### config.mk
export PLATFORM = sky130hd
export DESIGN_NAME = wcn_wrap
export DESIGN_NICKNAME = d
export VERILOG_FILES = /design/src/rtl/wcn_pkg.sv /design/src/rtl/wcn_wrap.sv
export SDC_FILE = /design/constraint.sdc
export NUM_CORES = 1
export LEC_CHECK = 0
export BUFFER_PORTS_ARGS = -buffer_cell sky130_fd_sc_hd__buf_4
export CAP_MARGIN = 40
export CORE_MARGIN = 1.5
export CORE_UTILIZATION = 39
export CTS_CLUSTER_SIZE = 20
export DETAILED_ROUTE_END_ITERATION = 8
export GPL_TIMING_DRIVEN = 1
export HOLD_SLACK_MARGIN = 0.02
export SLEW_MARGIN = 20
export SYNTH_ARGS = -nofsm -noshare
export SYNTH_HDL_FRONTEND = slang
export SYNTH_SLANG_ARGS = --single-unit
### constraint.sdc
create_clock -name clk -period 3.84 [get_ports clk]
set_clock_uncertainty 0.2 [all_clocks]
set_input_delay 0.192 -clock clk [delete_from_list [all_inputs] [get_ports clk]]
set_output_delay 0.192 -clock clk [all_outputs]
set_load 0.01 [all_outputs]
### src/rtl/wcn_pkg.sv
package wcn_pkg;

  localparam int COORD_FRAC_BITS = 16;
  localparam int COORD_INT_BITS  = 8;

  localparam int GRID_W = 9;
  localparam logic [GRID_W-1:0] GRID_RESET = 9'd4;

  localparam int NOISE_W = 16;

  // only the low three bytes of the hash are ever used
  localparam int HASH_W = 24;
  localparam logic [31:0] HASH_K [3] = '{32'd73856093, 32'd19349663, 32'd83492791};

  localparam int APB_ADDR_W = 3;
  localparam int APB_DATA_W = 32;

  typedef enum logic [0:0] {
    REG_GRID_SIZE = 1'b0
  } reg_idx_t;

endpackage

### src/rtl/wcn_wrap.sv
module wcn_wrap #(
  parameter int FRAC_BITS = wcn_pkg::COORD_FRAC_BITS,
  parameter int INT_BITS  = wcn_pkg::COORD_INT_BITS
) (
  input  logic                                  clk,
  input  logic                                  rst_n,
  input  logic                                  adv,
  input  logic                                  vld_i,
  input  logic signed [FRAC_BITS+INT_BITS-1:0]  x_coord,
  input  logic signed [FRAC_BITS+INT_BITS-1:0]  y_coord,
  input  logic signed [FRAC_BITS+INT_BITS-1:0]  z_coord,
  input  logic [wcn_pkg::GRID_W-1:0]            grid,
  output logic                                  vld_o,
  output logic [wcn_pkg::GRID_W-1:0]            wrap_o [3][3],
  output logic [FRAC_BITS-1:0]                  frac_o [3]
);

  localparam int W  = FRAC_BITS + INT_BITS;
  localparam int GW = wcn_pkg::GRID_W;
  localparam int NS = INT_BITS;

  logic [NS+1:0]        vld_r;
  logic [W-1:0]         c_in [3];
  logic [INT_BITS-1:0]  base_c [3];
  logic [INT_BITS-1:0]  mag_c [3];
  logic [INT_BITS-1:0]  mag_r [NS][3];
  logic [GW-1:0]        rem_r [NS+1][3];
  logic [2:0]           neg_r [NS+1];
  logic [FRAC_BITS-1:0] frac_r [NS+1][3];
  logic [GW-1:0]        fold_c [3];
  logic [GW-1:0]        wrap_nxt [3][3];
  logic [GW-1:0]        wrap_r [3][3];
  logic [FRAC_BITS-1:0] frac_out_r [3];
  logic                 wrap_ok;

  // one restoring remainder bit
  function automatic logic [GW-1:0] rem_step(input logic [GW-1:0] rem, input logic b,
                                             input logic [GW-1:0] g);
    logic [GW:0] t;
    t = {rem, b};
    if (t >= {1'b0, g}) begin
      t = t - {1'b0, g};
    end
    return t[GW-1:0];
  endfunction

  assign c_in[0] = x_coord;
  assign c_in[1] = y_coord;
  assign c_in[2] = z_coord;

  always_comb begin
    for (int a = 0; a < 3; a++) begin
      base_c[a] = c_in[a][W-1:FRAC_BITS];
      mag_c[a]  = base_c[a][INT_BITS-1] ? (~base_c[a] + 1'b1) : base_c[a];
    end
  end

  // negative cells fold back into [0, g), then the two neighbors step around
  always_comb begin
    wrap_ok = 1'b1;
    for (int a = 0; a < 3; a++) begin
      fold_c[a] = (neg_r[NS][a] && (rem_r[NS][a] != '0)) ? (grid - rem_r[NS][a])
                                                          : rem_r[NS][a];
      wrap_nxt[a][0] = (fold_c[a] == '0) ? (grid - 1'b1) : (fold_c[a] - 1'b1);
      wrap_nxt[a][1] = fold_c[a];
      wrap_nxt[a][2] = (({1'b0, fold_c[a]} + 1'b1) == {1'b0, grid}) ? '0
                                                                   : (fold_c[a] + 1'b1);
      for (int o = 0; o < 3; o++) begin
        if (wrap_r[a][o] >= grid) begin
          wrap_ok = 1'b0;
        end
      end
    end
  end

  always_ff @(posedge clk) begin
    if (!rst_n) begin
      vld_r <= '0;
    end else if (adv) begin
      vld_r <= {vld_r[NS:0], vld_i};
    end
  end

  always_ff @(posedge clk) begin
    if (adv) begin
      for (int a = 0; a < 3; a++) begin
        mag_r[0][a]  <= mag_c[a];
        neg_r[0][a]  <= base_c[a][INT_BITS-1];
        rem_r[0][a]  <= '0;
        frac_r[0][a] <= c_in[a][FRAC_BITS-1:0];
        for (int s = 0; s < NS; s++) begin
          neg_r[s+1][a]  <= neg_r[s][a];
          frac_r[s+1][a] <= frac_r[s][a];
          rem_r[s+1][a]  <= rem_step(rem_r[s][a], mag_r[s][a][NS-1-s], grid);
        end
        for (int s = 0; s < NS-1; s++) begin
          mag_r[s+1][a] <= mag_r[s][a];
        end
        frac_out_r[a] <= frac_r[NS][a];
        for (int o = 0; o < 3; o++) begin
          wrap_r[a][o] <= wrap_nxt[a][o];
        end
      end
    end
  end

  assign vld_o  = vld_r[NS+1];
  assign wrap_o = wrap_r;
  assign frac_o = frac_out_r;

  a_wrap_range: assert property (@(posedge clk) disable iff (!rst_n)
    vld_r[NS+1] |-> wrap_ok)
    else $error("wrapped cell index not below grid size");

endmodule

Word level (Yosys, flattened, before mapping) --
Memories as Yosys holds them, arrays and structs flattened. A register that Yosys moved wholly into a read port is not among the register bits. Index checks and enable logic that the tools add are counted. W data, S select, Z words.
Operators by class: add/subtract/negate cells 40, magnitude comparators 24, equal/unequal tests 3, muxes and demuxes 59, bitwise operators 3, reductions and logical operators 9
Operators with widths (count):
- $mux W9 | 54
- $sub A9 B9 Y9 | 27
- $ge A10 B9 Y1 | 24
- $sub A9 B1 Y9 const B | 4
- $add A9 B1 Y10 const B | 3
- $eq A10 B9 Y1 | 3
- $add A9 B1 Y9 const B | 3
- $logic_not A9 Y1 | 3
- $reduce_bool A9 Y1 | 3
- $add A8 B1 Y8 const B | 3
- $mux W8 | 3
- $not A8 Y8 | 3
- $logic_and A1 B1 Y1 | 3
- $mux W1 | 2
Word-level totals: flip-flop bits (word level) 91, bits in writable memories 894, input bits 85, output and inout port bits 130, logic and storage cells 152, memories kept 4
Memories:
- frac_r | words 9, width 48, read ports 9, clocked after Yosys merged registers in 1, write ports 9, line wcn_wrap.sv:29 | logic [FRAC_BITS-1:0] frac_r [NS+1][3];
- rem_r | words 9, width 27, read ports 9, clocked after Yosys merged registers in 0, write ports 9, line wcn_wrap.sv:27 | logic [GW-1:0] rem_r [NS+1][3];
- mag_r | words 8, width 24, read ports 8, clocked after Yosys merged registers in 0, write ports 8, line wcn_wrap.sv:26 | logic [INT_BITS-1:0] mag_r [NS][3];
- neg_r | words 9, width 3, read ports 9, clocked after Yosys merged registers in 0, write ports 9, line wcn_wrap.sv:28 | logic [2:0] neg_r [NS+1];

Logic depth before layout (Yosys ltp) --
An unclocked memory read counts as a cell.
word-level depth 6, depth in mapped cells 17, gate-level depth less buffers 16

Least setup slack after synthesis --
No wires, ideal clock.
path type input-to-reg, from input grid[0] (netlist name), to register wrap_r (netlist bit wrap_o[4]) (data pin), setup time 0.266 ns, data arrival time 3.703 ns, setup slack -0.329 ns, stages 17, buffers on the path 1, cells stage by stage clkbuf_1 -> inv_1 -> ha_1 -> inv_1 -> fa_1 -> o311ai_1 -> and2_1 -> inv_1 -> ha_1 -> inv_1 -> a21oi_1 -> nand3_1 -> nor3_1 -> xnor3_1 -> or4_1 -> nor3_4 -> nor2_1
RTL lines:
- from (decl) | line wcn_wrap.sv:12 | input logic [wcn_pkg::GRID_W-1:0] grid,
- to (signal, indexed assignment) | line wcn_wrap.sv:101 | wrap_r[a][o] <= wrap_nxt[a][o];
- to (decl) | line wcn_wrap.sv:32 | logic [GW-1:0] wrap_r [3][3];

==> reports/results.tsv <==
metric	value	unit
p_per_area	637.4	nW/µm²
ir_drop	0.0004149	V
nets	3760	
ctsLongestPathBuffers	3	
synth_cells	2855	
crit_top_cell	inv_2	
synth_edf_count	912	
crit_required	4.06	ns
final_common_cell	edfxtp_1	
grt_max_degree	103	
cts_made_buffers	97	
synth.avg_cell_area	14.51	µm²
relSlewSlack	0.3431	
drtIter0Drc	1411	
clk_latency	0.69	ns
grt.overflow.total	0	
ys.warnings.count	0	
placement.io_buffers	214	
crit_slowest_cell	or4_4	
drt_first_pass_iters	5	
wl_met3	3.505	mm
vias	23740	
synth_ff_type	edfxtp_1	
cp-start-kind	flip-flop	
status	finished clean	
synthesis.nets	3193	
most-common-layout-cells	912 x edfxtp_1, 342 x buf_4, 254 x nor2_1, 233 x a21oi_1, 225 x ha_1	
p_leak	19.62	nW
ant_nets	0	
cts-root-buf	clkbuf_16	
drive_gt1_frac	0.1828	
crit_chain	ha_2, inv_2, fa_2, o311ai_2, and2_4, inv_2, ha_4, inv_2, a21oi_4, buf_6, a31oi_1, nor3b_1, a21oi_1, or4_4, nor3_4, buf_6, nor2_1	
fin_ws	0.04444	ns
critPathTopFamily	simple AND/OR/NAND/NOR gates	
pre_cts_slack	-0.1475	ns
die_x	329.0	µm
synth_area_leaders	edfxtp_1 66%, ha_1 6.9%, xnor2_1 3.7%	
wl_met1	33.98	mm
dpl.cell_count	4554	
path_clk_slew	0.06	ns
setup_viol	0	
drc	0	
grt_first_pass_wirelength	120.5	mm
coreArea	105300	µm²
min_period_over_period	0.9884	
wl_met2	36.88	mm
insertedDiodeCount	0	
ioPinCount	215	
gp_congestion	0.8394	
viasPerCell	4.852	
rows	119	
synthDistinctLibCells	87	
cts.sinks	922	
synth_area	41430	µm²
die_h	329.0	µm
path_max_fanout	5	
cts_tree	yes	
die_area	108200	µm²
grt_usage	0.1397	
arrival	4.02	ns
wl	76.40	mm
dp_hpwl	50.85	mm
grt_pass1_vias	23270	
cp-end-kind	flip-flop	
topRoutingLayerUsed	met4	
max_cap_violations	0	
hold_viol	0	
worst-setup-path-type	reg2reg	
synthArstFlopShare	0	
wl_per_cell	15.62	µm
stdcell_count	4892	
htreeDepth	3	
synth_top_cell_area_share	0.6609	
n_fill_cell	9054	
ys_seq_area_frac	0.6658	
worst_slew_pin_slew	0.9854	ns
critical-path-max-stage-delay	0.56	ns
rsz0062_at_grt	yes	
syn_to_final_growth	22.94	%
floorplan.initialDensity	0.3936	
antenna_found_initial	0	
path_buf_inv	5	
yosys.area.top_type	edfxtp_1	
min_period	3.796	ns
drv_slew	0	
fmax	263.5	MHz
min_path_type	in2reg	
synth-seq-cells	922	
worst register-to-register path, delay by kind of cell (launching register included):
| kind | cells | cell delay (ns) |
|---|---|---|
| and+or+nand+nor | 5 | 1.22 |
| adders and majority gates | 3 | 0.86 |
| AOI/OAI and AO/OA | 4 | 0.44 |
| buffers and inverters | 5 | 0.43 |
| DFF | 1 | 0.38 |
registers in the layout (all words and copies together), names as in the netlist:
name / count
frac_r: 432
rem_r: 216
mag_r: 108
wrap_o: 81
frac_o: 48
neg_r: 27
vld_r: 10
stage by stage:
step / cell area [µm²] / power (W) / util / hold WS [ns] / TNS [ns]
after floorplan: 41480 / 0.01995 / - / 0.09087 / 0
after global placement: 45870 / 0.02281 / 0.4357 / 0.1701 / -0.5564
after detailed placement: 45870 / 0.02293 / 0.4357 / 0.1712 / -1.865
after CTS: 50590 / 0.03257 / 0.4806 / 0.02874 / 0
after global routing: 50940 / 0.03439 / 0.4839 / 0.07791 / -1.372
final: 50940 / 0.03247 / 0.4839 / 0.08543 / 0
final timing paths:
path | slack, ns | cells after the start | end | from
worst max-delay path | 0.04 | 17 | wrap_o[4] | rem_r[0][216]
worst min-delay path | 0.09 | 3 | wrap_o[31] | grid[4]
worst max register to register | 0.04 | 17 | wrap_o[4] | rem_r[0][216]
worst min register to register | 0.20 | 0 | frac_r[5][23] | frac_r[4][23]
report_power, final:
group | switching [W] | total [W] | leakage [nW] | internal, W
clock network | 0.00392 | 0.00933 | 1.55 | 0.00541
logic | 0.00487 | 0.00943 | 9.06 | 0.00456
registers | 0.000636 | 0.0137 | 9.02 | 0.0131
per-layer routing:
metal  track usage  vias to the layer above
met5             0                        -
met4       0.04999                        0
met3       0.02577                      140
met2        0.2339                      413
met1        0.1816                    11300
li1              -                    11890
cell usage after synthesis (50+ instances only):
| master | number |
|---|---|
| a21o_1 | 127 |
| a21oi_1 | 238 |
| edfxtp_1 | 912 |
| ha_1 | 229 |
| inv_1 | 120 |
| nand2_1 | 56 |
| nand2b_1 | 74 |
| nand4_1 | 50 |
| nor2_1 | 259 |
| nor2b_1 | 91 |
| o21ai_0 | 69 |
| xnor2_1 | 175 |
repair_timing:
item / in CTS / in global routing
endpoints found under the hold margin: 178 / 0
resized for setup: 1 / 62
endpoints found under the setup margin: 9 / 30
pin swaps: 0 / 27
setup buffers: 2 / 10
hold buffers: 147 / 0
cloned: 0 / 1
layout make-up:
type | instances | area [µm²] | share of cell area
Inverter | 124 | 469.2 | 0.009211
Timing Repair Buffer | 512 | 4427 | 0.08690
Multi-Input combinational cell | 1765 | 13490 | 0.2647
Sequential cell | 922 | 27590 | 0.5415
Clock buffer | 118 | 2527 | 0.04961
Clock inverter | 60 | 704.4 | 0.01383
Tap cell | 1391 | 1740 | 0.03417
cells by family after synthesis:
logic type      after synthesis  share of synthesized area
fa+ha+maj                   254                    0.08099
simple gates                673                    0.08449
compound gates              549                    0.08516
mux                          69                    0.01830
buf+inv                     168                    0.01570
xor+xnor                    220                    0.04958
flops                       922                     0.6658
(Power assumes the default switching activity.)
