**src/rtl/wcn_pkg.sv**
```systemverilog
package wcn_pkg;

  localparam int COORD_FRAC_BITS = 16;
  localparam int COORD_INT_BITS  = 8;

  localparam int GRID_W = 9;
  localparam logic [GRID_W-1:0] GRID_RESET = 9'd4;

  localparam int NOISE_W = 16;

  // only the low three bytes of the hash are ever used
  localparam int HASH_W = 24;
  localparam logic [31:0] HASH_K [3] = '{32'd73856093, 32'd19349663, 32'd83492791};

  localparam int APB_ADDR_W = 3;
  localparam int APB_DATA_W = 32;

  typedef enum logic [0:0] {
    REG_GRID_SIZE = 1'b0
  } reg_idx_t;

endpackage

```
**src/rtl/wcn_sqrt.sv**
```systemverilog
module wcn_sqrt #(
  parameter int FRAC_BITS = wcn_pkg::COORD_FRAC_BITS
) (
  input  logic                         clk,
  input  logic                         rst_n,
  input  logic                         adv,
  input  logic                         vld_i,
  input  logic [2*FRAC_BITS+1:0]       min_i,
  output logic                         vld_o,
  output logic [wcn_pkg::NOISE_W-1:0]  noise_o
);

  localparam int MW  = 2*FRAC_BITS + 2;
  localparam int NS  = FRAC_BITS + 1;
  localparam int RTW = FRAC_BITS + 1;
  localparam int RW  = FRAC_BITS + 3;
  localparam int NW  = wcn_pkg::NOISE_W;
  localparam logic [RTW-1:0] ONE = RTW'(1) << FRAC_BITS;

  typedef struct packed {
    logic [RW-1:0]  rem;
    logic [RTW-1:0] root;
  } sq_step_t;

  // one result bit of digit-by-digit square root
  function automatic sq_step_t sq_step(input logic [RW-1:0] rem, input logic [RTW-1:0] root,
                                       input logic [1:0] pair);
    sq_step_t      r;
    logic [RW+1:0] t;
    logic [RW+1:0] trial;
    t     = {rem, pair};
    trial = (RW+2)'({root, 2'b01});
    if (t >= trial) begin
      r.rem  = RW'(t - trial);
      r.root = {root[RTW-2:0], 1'b1};
    end else begin
      r.rem  = RW'(t);
      r.root = {root[RTW-2:0], 1'b0};
    end
    return r;
  endfunction

  logic [NS:1]     vld_r;
  sq_step_t        st_r [1:NS];
  logic [MW-1:0]   val_r [1:NS-1];
  logic [RTW-1:0]  v_c;
  logic [NW:0]     scaled_c;
  logic            out_vld_r;
  logic [NW-1:0]   noise_r;

  assign v_c = (st_r[NS].root < ONE) ? (ONE - st_r[NS].root) : '0;

  if (FRAC_BITS >= NW) begin : g_down
    assign scaled_c = (NW+1)'(v_c >> (FRAC_BITS - NW));
  end else begin : g_up
    assign scaled_c = (NW+1)'({v_c, {(NW-FRAC_BITS){1'b0}}});
  end

  always_ff @(posedge clk) begin
    if (!rst_n) begin
      vld_r     <= '0;
      out_vld_r <= 1'b0;
    end else if (adv) begin
      vld_r     <= {vld_r[NS-1:1], vld_i};
      out_vld_r <= vld_r[NS];
    end
  end

  always_ff @(posedge clk) begin
    if (adv) begin
      st_r[1]  <= sq_step('0, '0, min_i[MW-1 -: 2]);
      val_r[1] <= min_i << 2;
      for (int s = 1; s < NS; s++) begin
        st_r[s+1] <= sq_step(st_r[s].rem, st_r[s].root, val_r[s][MW-1 -: 2]);
      end
      for (int s = 1; s < NS-1; s++) begin
        val_r[s+1] <= val_r[s] << 2;
      end
      noise_r <= scaled_c[NW] ? {NW{1'b1}} : scaled_c[NW-1:0];
    end
  end

  assign vld_o   = out_vld_r;
  assign noise_o = noise_r;

  a_stall_hold: assert property (@(posedge clk) disable iff (!rst_n)
    !adv |=> $stable(vld_r) && $stable(out_vld_r))
    else $error("pipeline valids moved during stall");

endmodule

```
**config.mk**
```make
export PLATFORM = sky130hd
export DESIGN_NAME = wcn_sqrt
export DESIGN_NICKNAME = d
export VERILOG_FILES = /design/src/rtl/wcn_pkg.sv /design/src/rtl/wcn_sqrt.sv
export SDC_FILE = /design/constraint.sdc
export NUM_CORES = 1
export LEC_CHECK = 0
export ABC_AREA = 1
export BUFFER_PORTS_ARGS = -buffer_cell sky130_fd_sc_hd__buf_2
export CORE_UTILIZATION = 26
export CTS_CLUSTER_DIAMETER = 30
export DETAILED_ROUTE_END_ITERATION = 8
export SLEW_MARGIN = 0
export SYNTH_ARGS = -nofsm -noshare
export SYNTH_HDL_FRONTEND = slang
export SYNTH_SLANG_ARGS = --single-unit
```
**constraint.sdc**
```tcl
create_clock -name clk -period 3.9 [get_ports clk]
set_input_delay 0.78 -clock clk [delete_from_list [all_inputs] [get_ports clk]]
set_output_delay 0.78 -clock clk [all_outputs]
set_load 0.005 [all_outputs]
```
Word level (Yosys, flattened, before mapping)
Memory sizes are Yosys's and may differ from the RTL's.
Cells that the tools add are included.

word-level totals
  memory bits (writable) = 1124
  memories = 2
  output and inout bits = 17
  bits in read-only memories = 0
  logic and storage cells = 78
  bits in registers = 34
  latch bits = 0
  input port bits = 38

memories
  memory  depth  bits a word  rd ports  clocked after memory_dff  write ports  line            text
  st_r    17     36           17        0                         17           wcn_sqrt.sv:44  sq_step_t st_r [1:NS];
  val_r   16     32           16        0                         16           wcn_sqrt.sv:45  logic [MW-1:0] val_r [1:NS-1];

cells by class
  shifts and indexed selects = 0
  bitwise logic cells = 0
  $add $sub $neg = 18
  magnitude comparators = 18
  eq/ne operators = 0
  div/mod/pow operators = 0
  reductions and logical operators = 0
  mux-type cells = 37
  multipliers = 0

operators with widths
  cell                                                                                  count
  36-bit two-way mux                                                                    34
  21-bit by 19-bit greater-or-equal comparator with 1-bit output                        16
  19-bit subtractor                                                                     16
  17-bit less-than comparator (second input constant)                                   1
  17-bit two-way mux                                                                    1
  17-bit subtractor (first input constant)                                              1
  2-bit by 1-bit subtractor with 3-bit output (second input constant)                   1
  2-bit by 1-bit greater-or-equal comparator with 1-bit output (second input constant)  1
  1-bit two-way mux                                                                     2

Logic depth before layout (Yosys ltp)
Gate-level depths: netlist of run 1.
An unclocked memory read counts as a cell.

  word-level depth = 4
  gate-level depth with buffers = 14
  gate-level depth less buffers = 14

Least setup slack after synthesis of run 1
No wires, ideal clock.

  path kind = register -> register
  from = reg, netlist name st_r[0][612]
  to = reg noise_r[0], in the netlist noise_o[0] (data pin)
  slack = 1553 ps
  period minus slack after synthesis = 2347 ps
  data required time = 3630 ps
  arrival = 2077 ps
  stages on the path, launching flop included = 13
  cell sequence = edfxtp_1 -> inv_1 -> ha_1 -> nand3_1 -> nor2_1 -> nand2_1 -> nor2_1 -> nand3_1 -> nor2_1 -> ha_1 -> inv_1 -> clkbuf_1 -> a21oi_1

RTL lines
  item                  line            text
  to (signal assigned)  wcn_sqrt.sv:79  noise_r <= scaled_c[NW] ? {NW{1'b1}} : scaled_c[NW-1:0];
  to (decl)             wcn_sqrt.sv:49  logic [NW-1:0] noise_r;

==> results of run 1 <==
[critical path: stages, from the launching register on]
cell	delay, ns
edfxtp_1	0.39
inv_1	0.06
ha_1	0.33
o21ai_0	0.10
nand2_1	0.12
nand2_1	0.08
nand2_1	0.09
nand2_1	0.31
nand2_1	0.15
nor2_2	0.61
inv_2	0.16
nand2_1	0.12
inv_1	0.04
[per-layer routing]
metal	wire length, microns	vias up
met2	38950	548
met5	0	-
li1	-	14060
met4	2862	0
met1	36870	12590
met3	3335	199
[synth_stat cells (2+ instances only)]
master,n,area share (%)
buf_8,2,0.078
clkinv_1,2,0.019
nor2_4,6,0.17
nand3_2,7,0.18
o21bai_2,2,0.058
nor2_2,16,0.26
edfxtp_1,723,56
a211oi_1,2,0.039
buf_6,19,0.55
o21ai_0,109,1.4
nor3_1,26,0.34
o21bai_1,4,0.078
xor2_1,99,2.2
buf_4,4,0.078
a21o_1,2,0.039
buf_2,5,0.065
nand3_1,232,3.0
or2_2,8,0.13
and2_1,5,0.081
a21oi_4,3,0.13
o21ai_1,28,0.36
nor4_1,3,0.049
dfxtp_1,18,0.93
nand4_1,46,0.74
and3_1,5,0.081
inv_1,663,6.4
clkbuf_1,6,0.058
nor2_1,379,3.7
a21oi_1,144,1.9
a21oi_2,15,0.34
nor3_2,4,0.10
a21boi_0,3,0.058
nand2_4,2,0.058
o211ai_1,3,0.058
nand2_1,1279,12
xnor2_1,33,0.75
nand2_2,30,0.48
or3_1,4,0.065
inv_2,9,0.087
nand3b_1,31,0.60
ha_1,173,5.6
[placed cells by master, fill, tap and decap left out, types with 10 or more instances in the layout]
| master | count |
|---|---|
| clkinv_2 | 32 |
| clkinv_16 | 10 |
| nand3_1 | 232 |
| nor3_1 | 26 |
| clkinv_4 | 19 |
| o21ai_0 | 109 |
| nor2_1 | 379 |
| xnor2_1 | 33 |
| dfxtp_1 | 18 |
| clkinvlp_4 | 12 |
| clkinv_1 | 28 |
| clkbuf_1 | 12 |
| buf_2 | 53 |
| a21oi_1 | 144 |
| edfxtp_1 | 723 |
| xor2_1 | 99 |
| nand2_1 | 1279 |
| o21ai_1 | 28 |
| nand2_2 | 30 |
| ha_1 | 173 |
| inv_1 | 663 |
| nand3b_1 | 31 |
| bufinv_16 | 27 |
| clkbuf_16 | 176 |
| nor2_2 | 16 |
| nand4_1 | 46 |
| a21oi_2 | 15 |
| buf_12 | 12 |
[stage by stage]
step | instances | cell area (sq um) | util, %
2_1_floorplan | 4160 | 38700 | -
3_3_place_gp | 6124 | 41340 | 28.00
3_5_place_dp | 6124 | 41340 | 28.00
4_1_cts | 6449 | 47540 | 32.19
5_1_grt | 6449 | 47540 | 32.19
6_report | 6449 | 47540 | 32.19
[where the power goes]
group | internal, W | leakage [nW] | switching (W)
logic | 0.00127 | 10.9 | 0.00239
registers | 0.00975 | 7.09 | 0.000477
clock network | 0.0101 | 2.98 | 0.00475
[flip-flops by register name, summed over array words and instances (netlist names)]
signal / flops
noise_o: 16
st_r: 435
val_r: 272
vld_o: 1
vld_r: 17
[area by class of cell]
class	instances	share of cell area, %
Multi-Input combinational cell	2709	28.98
Clock buffer	188	9.360
Tap cell	1930	5.080
Clock inverter	137	3.672
Timing Repair Buffer	70	1.158
Sequential cell	741	46.43
Inverter	674	5.322
[worst paths after layout]
check / start / end / slack, ns / depth (start not counted)
min reg2reg: val_r[0][238] / val_r[0][272] / 0.40 / 0
max: st_r[0][180] / st_r[0][243] / 1.06 / 12
max reg2reg: st_r[0][180] / st_r[0][243] / 1.06 / 12
min: min_i[26] / val_r[0][58] / 0.17 / 1
[cells by family (layout without fill, tap and decap cells)]
kind of cell | count (synthesis) | in the layout | synth area share (%)
buffers and inverters | 710 | 1069 | 7.369
AND/OR/NAND/NOR | 2086 | 2086 | 22.54
XOR/XNOR | 132 | 132 | 2.987
other | 1 | 1 | 0.009690
AO/OA/AOI/OAI | 317 | 317 | 4.472
flip-flops | 741 | 741 | 57.03
adder cells (fa/ha/maj) | 173 | 173 | 5.593
==> qor.yml, run 1 <==
fp.dieW_microns: 387.8
clk_pin_slew_ns: 0.05
cp.required_ns: 4.42
antenna_found_initial: 0
pre_cts_slack_ns: 1.110
root_buffer: "clkbuf_16"
synth_fp_nets: 4371
min_period_ns: 2.841
seq_area_frac_synth_pct: 57.03
grt_use_met1_pct: 13.09
htree_num_levels: 4
syn_area_sq_um: 38700
io_pins: 55
ir_drop_uv: 843.1
drc_errors: 0
ys.flop_type: "edfxtp_1"
cts_hold_buf: 0
clk_latency_ns: 0.78
min_path_type: "input port to flip-flop"
total_power_w: 0.02873
synth_warnings: 0
period_share_pct: 72.85
finClkSkew_ns: 0.07549
cts_tree: "yes"
relSlewSlack_pct: 40.31
hold_viol: 0
synth_edf_count: 723
io_buffers: 54
p_leak_nw: 21.00
synth.distinct_cells: 47
fill_cells: 14940
multi_input_area_sq_um: 13780
clock_sinks: 741
worstMarginPinSlew_ns: 0.8944
vias: 27390
path_class: "flip-flop to flip-flop"
grt_max_degree: 79
drt_iter0_markers: 1415
synth-seq-cells: 741
n_antenna_cell: 0
dieArea_sq_um: 150400
cp_max_fo: 20
gr-max-usage-layer: "met2"
regArea_sq_um: 22070
setup_slack_ns: 1.059
setup_tns_ns: 0
cts_inserted_buffers: 174
use_met2_pct: 18.09
setup_viol: 0
critPathArrivalTime_ns: 3.36
placementRows: 141
synth_cells: 4160
core_sq_um: 147700
drv_cap: 0
power_density_nw_per_um2: 604.3
syn_avg_cell_area_sq_um: 9.302
whs_ns: 0.1686
cts_setup_buffers: 0
rsz0062_at_grt: "false"
gp_congestion: 0.8640
critPathLaunchType: "flip-flop"
grt_pass1_vias: 26810
status: "complete, no violations"
slew_viol_final: 0
via_per_inst: 4.248
num-nets-final: 4581
drive_above_1_share_pct: 10.22
grt_pass1_wl_mm: 132.4
syn2layout_area_growth_pct: 22.84
ant_nets: 0
dr.pass1.iters: 5
async_flop_share_pct: 0
clockBufferDepth: 3
grt_use_met3_pct: 2.333
cts_resized: 0
drt_wl_total_mm: 82.02
wire_per_inst_microns: 12.72
max_freq_mhz: 352.0
gr-usage-all-layers_pct: 10.78
die_y_microns: 387.8
start_util_pct: 26.21
hpwl_mm: 59.88
grt-ovfl-total: 0
worst_setup_path_end_kind: "flip-flop"
Note: power is estimated with default switching activity, not from simulation.
==> inputs of run 2 (changes only) <==
Settings changed: ABC_AREA 1 to 0.
Clock period 3.9 ns to 2.8 ns, I/O delays scaled along.
==> qor.yml, run 2 <==
status: "complete, no violations"  # unchanged
root_buffer: "clkbuf_16"  # unchanged
syn_area_sq_um: 34420  # was 38,700 sq um
wire_per_inst_microns: 12.11  # was 12.72 microns
via_per_inst: 4.220  # was 4.248
synth_top_area_share_pct: 63.07  # was 56.10%
placed_area_sq_um: 37540  # was 41,340 sq um
core_sq_um: 131500  # was 147,700 sq um
ant_nets: 0  # unchanged
min_path_cells: 2  # was 1
r2r_end: "st_r[0][501]"  # was st_r[0][243]
p_sw_share_pct: 24.42  # was 26.51%
switching_power_w: 0.009146  # was 0.007615 W
synth_edf_count: 723  # unchanged
post-synth-top-count-cell: "edfxtp_1"  # was nand2_1
clock_sinks: 741  # unchanged
critPathLaunchType: "flip-flop"  # unchanged
rsz0062_at_grt: "false"  # unchanged
min_period_ns: 2.726  # was 2.841 ns
power_frac_seq_pct: 38.0  # was 35.6%
gp_congestion: 0.8298  # was 0.8640
seq_area_frac_synth_pct: 64.12  # was 57.03%
grt-ovfl-total: 0  # unchanged
worstMarginPinSlew_ns: 0.5799  # was 0.8944 ns
io_pins: 55  # unchanged
drt_iter0_markers: 851  # was 1,415
critPathArrivalTime_ns: 3.18  # was 3.36 ns
largest_reg_flops: 435  # unchanged
p_leak_nw: 16.70  # was 21.00 nW
power_density_nw_per_um2: 855.7  # was 604.3 nW/um^2
internal_power_w: 0.02831  # was 0.02111 W
syn_avg_cell_area_sq_um: 13.17  # was 9.302 sq um
cts_tree: "yes"  # unchanged
num-nets-final: 3126  # was 4,581
synth-seq-cells: 741  # unchanged
finalInstanceArea_sq_um: 43770  # was 47,540 sq um
hold_viol: 0  # unchanged
synth_area_leader_cell: "edfxtp_1"  # unchanged
setup_viol: 0  # unchanged
cp_max_fo: 6  # was 20
final_util_pct: 33.29  # was 32.19%
synth_cells: 2613  # was 4,160
dieArea_sq_um: 133900  # was 150,400 sq um
min_path_type: "input port to flip-flop"  # unchanged
synth_fp_nets: 2824  # was 4,371
drv_cap: 0  # unchanged
ir_drop_uv: 644.9  # was 843.1 uV
relSlewSlack_pct: 61.10  # was 40.31%
path_class: "flip-flop to flip-flop"  # unchanged
ys.flop_type: "edfxtp_1"  # unchanged
whs_endpoint: "st_r[0][36]"  # was val_r[0][58]
synth_warnings: 0  # unchanged
period_share_pct: 97.34  # was 72.85%
grt_pass1_vias: 20750  # was 26,810
max_freq_mhz: 366.9  # was 352.0 MHz
combPwrFrac_pct: 11.0  # was 12.7%
slew_viol_final: 0  # unchanged
synth_area_leaders: "edfxtp_1 (63%), ha_1 (6.3%), xnor2_1 (3.0%)"  # was edfxtp_1 (56%), nand2_1 (12%), inv_1 (6.4%)
drive_above_1_share_pct: 16.36  # was 10.22%
drt_wl_total_mm: 58.28  # was 82.02 mm
async_flop_share_pct: 0  # unchanged
setup_tns_ns: 0  # unchanged
clk_latency_ns: 0.76  # was 0.78 ns
hp-start: "min_i[33]"  # was min_i[26]
total_power_w: 0.03746  # was 0.02873 W
reg_top3: "st_r x435, val_r x272, vld_r x17"  # unchanged
clockBufferDepth: 3  # unchanged
io_buffers: 54  # unchanged
syn2layout_area_growth_pct: 27.15  # was 22.84%
r2r_start: "st_r[0][456]"  # was st_r[0][180]
reg2reg_slack_ns: 0.07  # was 1.06 ns
whs_ns: 0.09059  # was 0.1686 ns
worst_setup_path_end_kind: "flip-flop"  # unchanged
die_y_microns: 365.9  # was 387.8 microns
synth.distinct_cells: 94  # was 47
hpwl_mm: 39.97  # was 59.88 mm
reg2reg_depth: 8  # was 12
fp.dieW_microns: 365.9  # was 387.8 microns
finClkSkew_ns: 0.05632  # was 0.07549 ns
dr.pass1.iters: 4  # was 5
regMostFlops: "st_r"  # unchanged
gr-usage-all-layers_pct: 8.649  # was 10.78%
vias: 20310  # was 27,390
cp.required_ns: 3.26  # was 4.42 ns
clk_pin_slew_ns: 0.04  # was 0.05 ns
placementRows: 133  # was 141
layout_commonest_cell: "edfxtp_1"  # was nand2_1
p_clk_share_pct: 51.0  # was 51.7%
grt_max_degree: 90  # was 79
layout_common_cells: "edfxtp_1 (723), inv_1 (211), nor2_1 (186)"  # was nand2_1 (1,279), edfxtp_1 (723), inv_1 (663)
htree_num_levels: 4  # unchanged
grt_pass1_wl_mm: 96.43  # was 132.4 mm
drc_errors: 0  # unchanged
synth_common_cells: "edfxtp_1 (723), inv_1 (211), nor2_1 (186), ha_1 (173), a21oi_1 (151)"  # was nand2_1 (1,279), edfxtp_1 (723), inv_1 (663), nor2_1 (379), nand3_1 (232)
cts_inserted_buffers: 166  # was 174
start_util_pct: 26.19  # was 26.21%
antenna_found_initial: 0  # unchanged
run 2: cell types whose count changed after synthesis, moves of 45 or more:
cell     delta
nand3_1   -210
inv_1     -452
nand2_1  -1137
nor2_1    -193
o21a_1     +45
xnor2_1    +83
run 2: logic make-up after synthesis:
| kind of cell | after synthesis | share of synthesized area, % |
|---|---|---|
| compound gates | 506 | 9.348 |
| xor+xnor | 219 | 5.572 |
| fa+ha+maj | 173 | 6.288 |
| buf+inv | 258 | 2.962 |
| flops | 741 | 64.12 |
| mux | 57 | 1.810 |
| other cells | 1 | 0.01089 |
| simple gates | 658 | 9.893 |
run 2: routing by layer:
layer / track usage (%) / part of all wire (%) / up-vias
met5: 0 / 0 / -
li1: - / - / 10350
met4: 4.570 / 3.4 / 0
met3: 2.711 / 4.4 / 141
met1: 9.281 / 42 / 9459
met2: 15.14 / 50 / 353
run 2: how the worst max path moves through the flow:
stage,end,slack (ns),from
3_5_place_dp,st_r[0][492],-0.005,st_r[0][456]
2_1_floorplan,st_r[0][600],0.25,st_r[0][569]
4_1_cts,st_r[0][600],0.01,st_r[0][554]
3_3_place_gp,st_r[0][492],0.05,st_r[0][456]
6_report,st_r[0][501],0.07,st_r[0][456]
5_1_grt,st_r[0][501],0.002,st_r[0][456]
run 2: cell type report:
class | instances | area (sq um)
fill | 12870 | 87690
sequential | 741 | 22070
multi-input combinational | 1614 | 11490
clock buffer | 184 | 4274
tap | 1755 | 2196
timing repair buffer | 180 | 1473
clock inverter | 125 | 1466
inverter | 212 | 795.8
antenna | 1 | 2.502
run 2: power groups by stage:
stage	registers, W	clock network, W	logic, W
final	0.0142	0.0191	0.00410
after detailed placement	0.0144	0	0.00402
after floorplan	0.0142	0	0.00296
after global routing	0.0144	0.0202	0.00462
after CTS	0.0142	0.0196	0.00409
after global placement	0.0144	0	0.00397
run 2: stage by stage:
step | setup slack [ns] | instances
after CTS | 0.01436 | 4810
after global placement | 0.05099 | 4469
after detailed placement | -0.005383 | 4469
final | 0.07438 | 4812
after global routing | 0.001818 | 4811
after floorplan | 0.2472 | 2613
run 2: worst max-delay path, stage by stage (launching register included):
cell      delay, ns
edfxtp_1       0.41
ha_2           0.41
nand2_1        0.07
or3_1          0.46
or3_4          0.44
nand2_1        0.11
o221ai_1       0.22
nor4_2         0.21
xor2_1         0.09
run 2: repair_timing:
item	CTS	global route
gates cloned	0	0
setup endpoints to repair	1	91
hold buffers	32	0
resized for setup	1	34
pin swaps	0	3
endpoints found under the hold margin	32	0
buffers inserted	0	1
